<file path="src/rtl/exp_ts_pkg.sv">
// ----------------------------------------------------------------------------
// exp_ts_pkg
// Types, widths, control-word layout and the microcode program of the
// exponential series engine.
// ----------------------------------------------------------------------------
package exp_ts_pkg;

  localparam int MAX_TERMS_DEF     = 64;
  localparam int FRACTION_BITS_DEF = 24;

  localparam int X_W        = 29;   // argument width
  localparam int EPS_W      = 25;   // threshold width
  localparam int Y_W        = 64;   // sum width
  localparam int TERMS_W    = 7;    // terms_used width
  localparam int T_W        = 63;   // term magnitude width
  localparam int TLO_W      = 32;
  localparam int THI_W      = T_W - TLO_W;
  localparam int PP_W       = TLO_W + X_W;   // one partial product
  localparam int PROD_W     = T_W + X_W;     // full product
  localparam int DIV_RADIX  = 8;             // quotient bits per cycle

  localparam logic [EPS_W-1:0] EPS_RESET = EPS_W'(16);

  typedef logic [3:0] step_t;

  localparam step_t ST_IDLE  = 4'd0;
  localparam step_t ST_CHECK = 4'd1;
  localparam step_t ST_LIMIT = 4'd2;
  localparam step_t ST_MULLO = 4'd3;
  localparam step_t ST_MULHI = 4'd4;
  localparam step_t ST_SHIFT = 4'd5;
  localparam step_t ST_DIV   = 4'd6;
  localparam step_t ST_TERM  = 4'd7;
  localparam step_t ST_SUM   = 4'd8;
  localparam step_t ST_EMIT  = 4'd9;
  localparam step_t ST_WRAP  = 4'd10;

  typedef enum logic [3:0] {
    OP_NOP,
    OP_LOAD,
    OP_LIMIT,
    OP_MUL_LO,
    OP_MUL_HI,
    OP_SHIFT,
    OP_DIV,
    OP_TERM,
    OP_SUM,
    OP_EMIT
  } op_e;

  typedef enum logic [2:0] {
    JMP_NEVER,
    JMP_ALWAYS,
    JMP_NO_INPUT,
    JMP_T_SMALL,
    JMP_K_LIMIT,
    JMP_DIV_BUSY,
    JMP_OUT_BUSY
  } jmp_e;

  typedef struct packed {
    op_e   op;
    jmp_e  jmp;
    step_t target;
  } ucode_t;

  typedef struct packed {
    logic in_valid;
    logic t_small;
    logic k_limit;
    logic div_busy;
    logic out_busy;
  } status_t;

  function automatic ucode_t ucode_rom(step_t s);
    ucode_t w;
    case (s)
      ST_IDLE:  w = '{op: OP_LOAD,   jmp: JMP_NO_INPUT, target: ST_IDLE};
      ST_CHECK: w = '{op: OP_NOP,    jmp: JMP_T_SMALL,  target: ST_EMIT};
      ST_LIMIT: w = '{op: OP_LIMIT,  jmp: JMP_K_LIMIT,  target: ST_EMIT};
      ST_MULLO: w = '{op: OP_MUL_LO, jmp: JMP_NEVER,    target: ST_IDLE};
      ST_MULHI: w = '{op: OP_MUL_HI, jmp: JMP_NEVER,    target: ST_IDLE};
      ST_SHIFT: w = '{op: OP_SHIFT,  jmp: JMP_NEVER,    target: ST_IDLE};
      ST_DIV:   w = '{op: OP_DIV,    jmp: JMP_DIV_BUSY, target: ST_DIV};
      ST_TERM:  w = '{op: OP_TERM,   jmp: JMP_NEVER,    target: ST_IDLE};
      ST_SUM:   w = '{op: OP_SUM,    jmp: JMP_ALWAYS,   target: ST_CHECK};
      ST_EMIT:  w = '{op: OP_EMIT,   jmp: JMP_OUT_BUSY, target: ST_EMIT};
      ST_WRAP:  w = '{op: OP_NOP,    jmp: JMP_ALWAYS,   target: ST_IDLE};
      default:  w = '{op: OP_NOP,    jmp: JMP_ALWAYS,   target: ST_IDLE};
    endcase
    return w;
  endfunction

endpackage

</file>
<file path="src/rtl/exp_ts_seq.sv">
// ----------------------------------------------------------------------------
// exp_ts_seq
// Microcode sequencer: step counter, control-word rom and conditional jumps.
// ----------------------------------------------------------------------------
module exp_ts_seq (
  input  logic                 clk_i,
  input  logic                 rst_ni,
  input  exp_ts_pkg::status_t  status_i,
  output exp_ts_pkg::ucode_t   ucode_o
);

  exp_ts_pkg::step_t  step_q, step_d;
  exp_ts_pkg::ucode_t word;
  logic               take_jump;

  always_comb begin
    word = exp_ts_pkg::ucode_rom(step_q);
    case (word.jmp)
      exp_ts_pkg::JMP_NEVER:    take_jump = 1'b0;
      exp_ts_pkg::JMP_ALWAYS:   take_jump = 1'b1;
      exp_ts_pkg::JMP_NO_INPUT: take_jump = !status_i.in_valid;
      exp_ts_pkg::JMP_T_SMALL:  take_jump = status_i.t_small;
      exp_ts_pkg::JMP_K_LIMIT:  take_jump = status_i.k_limit;
      exp_ts_pkg::JMP_DIV_BUSY: take_jump = status_i.div_busy;
      exp_ts_pkg::JMP_OUT_BUSY: take_jump = status_i.out_busy;
      default:                  take_jump = 1'b1;
    endcase
    step_d  = take_jump ? word.target : step_q + 4'd1;
    ucode_o = word;
  end

  always_ff @(posedge clk_i or negedge rst_ni) begin
    if (!rst_ni) begin
      step_q <= exp_ts_pkg::ST_IDLE;
    end else begin
      step_q <= step_d;
    end
  end

endmodule

</file>
<file path="config.mk">
export PLATFORM = sky130hd
export DESIGN_NAME = exp_ts_seq
export DESIGN_NICKNAME = d
export VERILOG_FILES = /design/src/rtl/exp_ts_pkg.sv /design/src/rtl/exp_ts_seq.sv
export SDC_FILE = /design/constraint.sdc
export NUM_CORES = 1
export LEC_CHECK = 0
export BUFFER_PORTS_ARGS = -buffer_cell sky130_fd_sc_hd__clkbuf_2
export CORE_AREA = 2 2 39 41
export CTS_BUF_LIST = sky130_fd_sc_hd__clkbuf_4 sky130_fd_sc_hd__clkbuf_8 sky130_fd_sc_hd__clkbuf_16
export DETAILED_ROUTE_END_ITERATION = 7
export DIE_AREA = 0 0 41 43
export HOLD_SLACK_MARGIN = 0.08
export REMOVE_ABC_BUFFERS = 1
export SYNTH_ARGS = -nofsm -noshare
export SYNTH_HDL_FRONTEND = slang
export SYNTH_SLANG_ARGS = --single-unit
</file>
<file path="constraint.sdc">
create_clock -name clk_i -period 4.1 [get_ports clk_i]
set_input_delay 0.205 -clock clk_i [delete_from_list [all_inputs] [get_ports clk_i]]
set_output_delay 0.205 -clock clk_i [all_outputs]
set_load 0.05 [all_outputs]
</file>
==> metrics <==
Least-Margin Pin Slew 0.5773 ns; worst skew pair latency 0.23 ns; core area 1384 um2; Primary FF master, synth dfrtp_1; Vias 422; antenna cells 0; ys async rst share 100.0%; largest net degree at the start of global routing 17; post-layout util 43.04%; GR peak layer met2; grt met2 use 18.13%; Top reg by flops step_q; status completed; DRT antenna net count 0; first-pass GRT wire length 1386 um; die area 1763 um2; Final GP Congestion 0.7182; leading cell type in the layout, fill and taps excluded clkbuf_2; CTS max path bufs 2; post-DR vias/cell 5.024; vias in the first global route 337; final setup fails 0; crit path cell chain inv_1 -> ha_1 -> nor2b_1 -> or4_1 -> mux2i_1 -> a221o_2 -> mux2_4; initial drt markers 8; CTS tree yes; I/O pin count 18; Tmin final 2.265 ns; Critical Path Start Type register; initial core utilization 35.35%; HP Class primary input to async pin; max_cap viols 0; iteration count of the initial detailed-routing pass 7; Critical Setup Path Class register to register; Post-Syn Area 489.2 um2; Final Skew 0.002618 ns; Post-Syn Area per Cell 9.593 um2; Worst R2R Path Depth 7; #FFs+latches synth 4; Yosys cell types 27; grt total ovfl 0; WP data required 4.21 ns; Area Growth Syn to Fin 21.74%; CP max-delay cell dfrtp_1; Layout fillers 148; Port Buffers 17; Max Fclk 0.4416 GHz; ratio of cells with drive above 1 in the final layout 38.24%; Resized cells post-CTS 0; max reg flops 4; Final Hold Viols 0; CP Capture Type register; nets 82; H-tree lvl count 1; DRC viols 0; # clock sinks 4; Setup TNS 0 ns; GRT Total Usage 11.82%; number of CTS-inserted buffers 3; WL per Instance 11.61 um; largest registers step_q (4); worst r2r src step_q[1]; Slew Limit Fails 0; Total Wirelength 975 um; RSZ-0062 raised after global routing false; hold buffer count at cts 1; Critical Path AT 2.37 ns; Mapped Cells 51; antenna violations before repair 0; sequential share of the synthesized area 20.46%; met3 Use GR 3.665%; CP Max Fanout 11; met1 GRT Util 14.10%; Clock transition at path regs 0.04 ns; CTS root buf clkbuf_4; ratio of final minimum period to clock period 55.24%; R2R Setup Slk 1.84 ns; Post-synth EDFFs 0; Syn. warnings 0; setup bufs post-CTS 0; Slew headroom 61.52%; DP HPWL 714.4 um; Setup crit end step_q[3]; Worst R2R End step_q[3]; height of the die 43 um; Core Rows 14; CP startpoint step_q[1]; Die X-Extent 41 um; CP max stage delay 0.52 ns; highest-count cells in the layout ignoring fill and taps clkbuf_2, inv_1, mux2i_1, ha_1, dfrtp_1
[worst min path at each step]
stage | start | end | slack [ns] | cells after the start
floorplan | rst_ni | step_q[0] | -0.09 | 0
global placement | rst_ni | step_q[0] | 0.02 | 1
detailed placement | rst_ni | step_q[0] | 0.01 | 1
CTS | rst_ni | step_q[2] | 0.30 | 2
global route | rst_ni | step_q[0] | 0.35 | 2
finish | rst_ni | step_q[2] | 0.34 | 2
[Yosys cell counts, types with 2 or more instances]
cell / n / area (um2)
mux2_4: 2 / 30.03
nand2_1: 2 / 7.510
o21bai_1: 2 / 15.01
inv_1: 5 / 18.77
ha_1: 5 / 62.56
mux2i_1: 5 / 50.05
nor2_1: 2 / 7.510
dfrtp_1: 4 / 100.1
xnor2_1: 2 / 17.52
nor3_1: 2 / 10.01
nor2b_1: 3 / 18.77
buf_4: 2 / 15.01
[per-layer routing]
layer | up-vias | part of all wire [%] | routed length (um)
met5 | - | 0 | 0
met4 | 0 | 2.2 | 21
met3 | 2 | 8.5 | 83
met2 | 20 | 45 | 443
met1 | 186 | 44 | 426
li1 | 214 | - | -
[through the flow]
step           hold slack (ns)  cell area, um2  std cells  setup slack [ns]
3_5_place_dp           0.01171           563.0         80             1.846
2_1_floorplan         -0.09059           457.9         47             1.714
4_1_cts                 0.3040           595.6         84             1.835
6_report                0.3448           595.6         84             1.835
5_1_grt                 0.3502           595.6         84             1.724
3_3_place_gp           0.01518           563.0         80             1.849
[final cells by class]
class                   count  area [um2]  share of cell area [%]
well taps                  16       20.02                   3.361
flip-flops and latches      4       100.1                   16.81
multi-input cells          38       339.1                   56.93
clock buffers               3       22.52                   3.782
inverters                   5       18.77                   3.151
repair buffers             18       95.09                   15.97
[logic make-up after synthesis]
group / after synthesis / share of synthesized area (%)
buf+inv: 9 / 10.23
compound gates: 8 / 17.65
fa+ha+maj: 5 / 12.79
mux: 7 / 16.37
xor+xnor: 2 / 3.581
flops: 4 / 20.46
simple gates: 16 / 18.93
[worst max-delay path: cells and delay by family (launching register included)]
kind                     cells  cell delay [ns]
multiplexers                 2             0.38
AO/OA/AOI/OAI                1             0.46
flip-flops                   1             0.52
adder cells (fa/ha/maj)      1             0.22
buffers and inverters        1             0.10
AND/OR/NAND/NOR              2             0.47
Power is left out: the tool's default activity adds up to more than one toggle a clock period on the data nets, which glitch-free logic cannot reach.
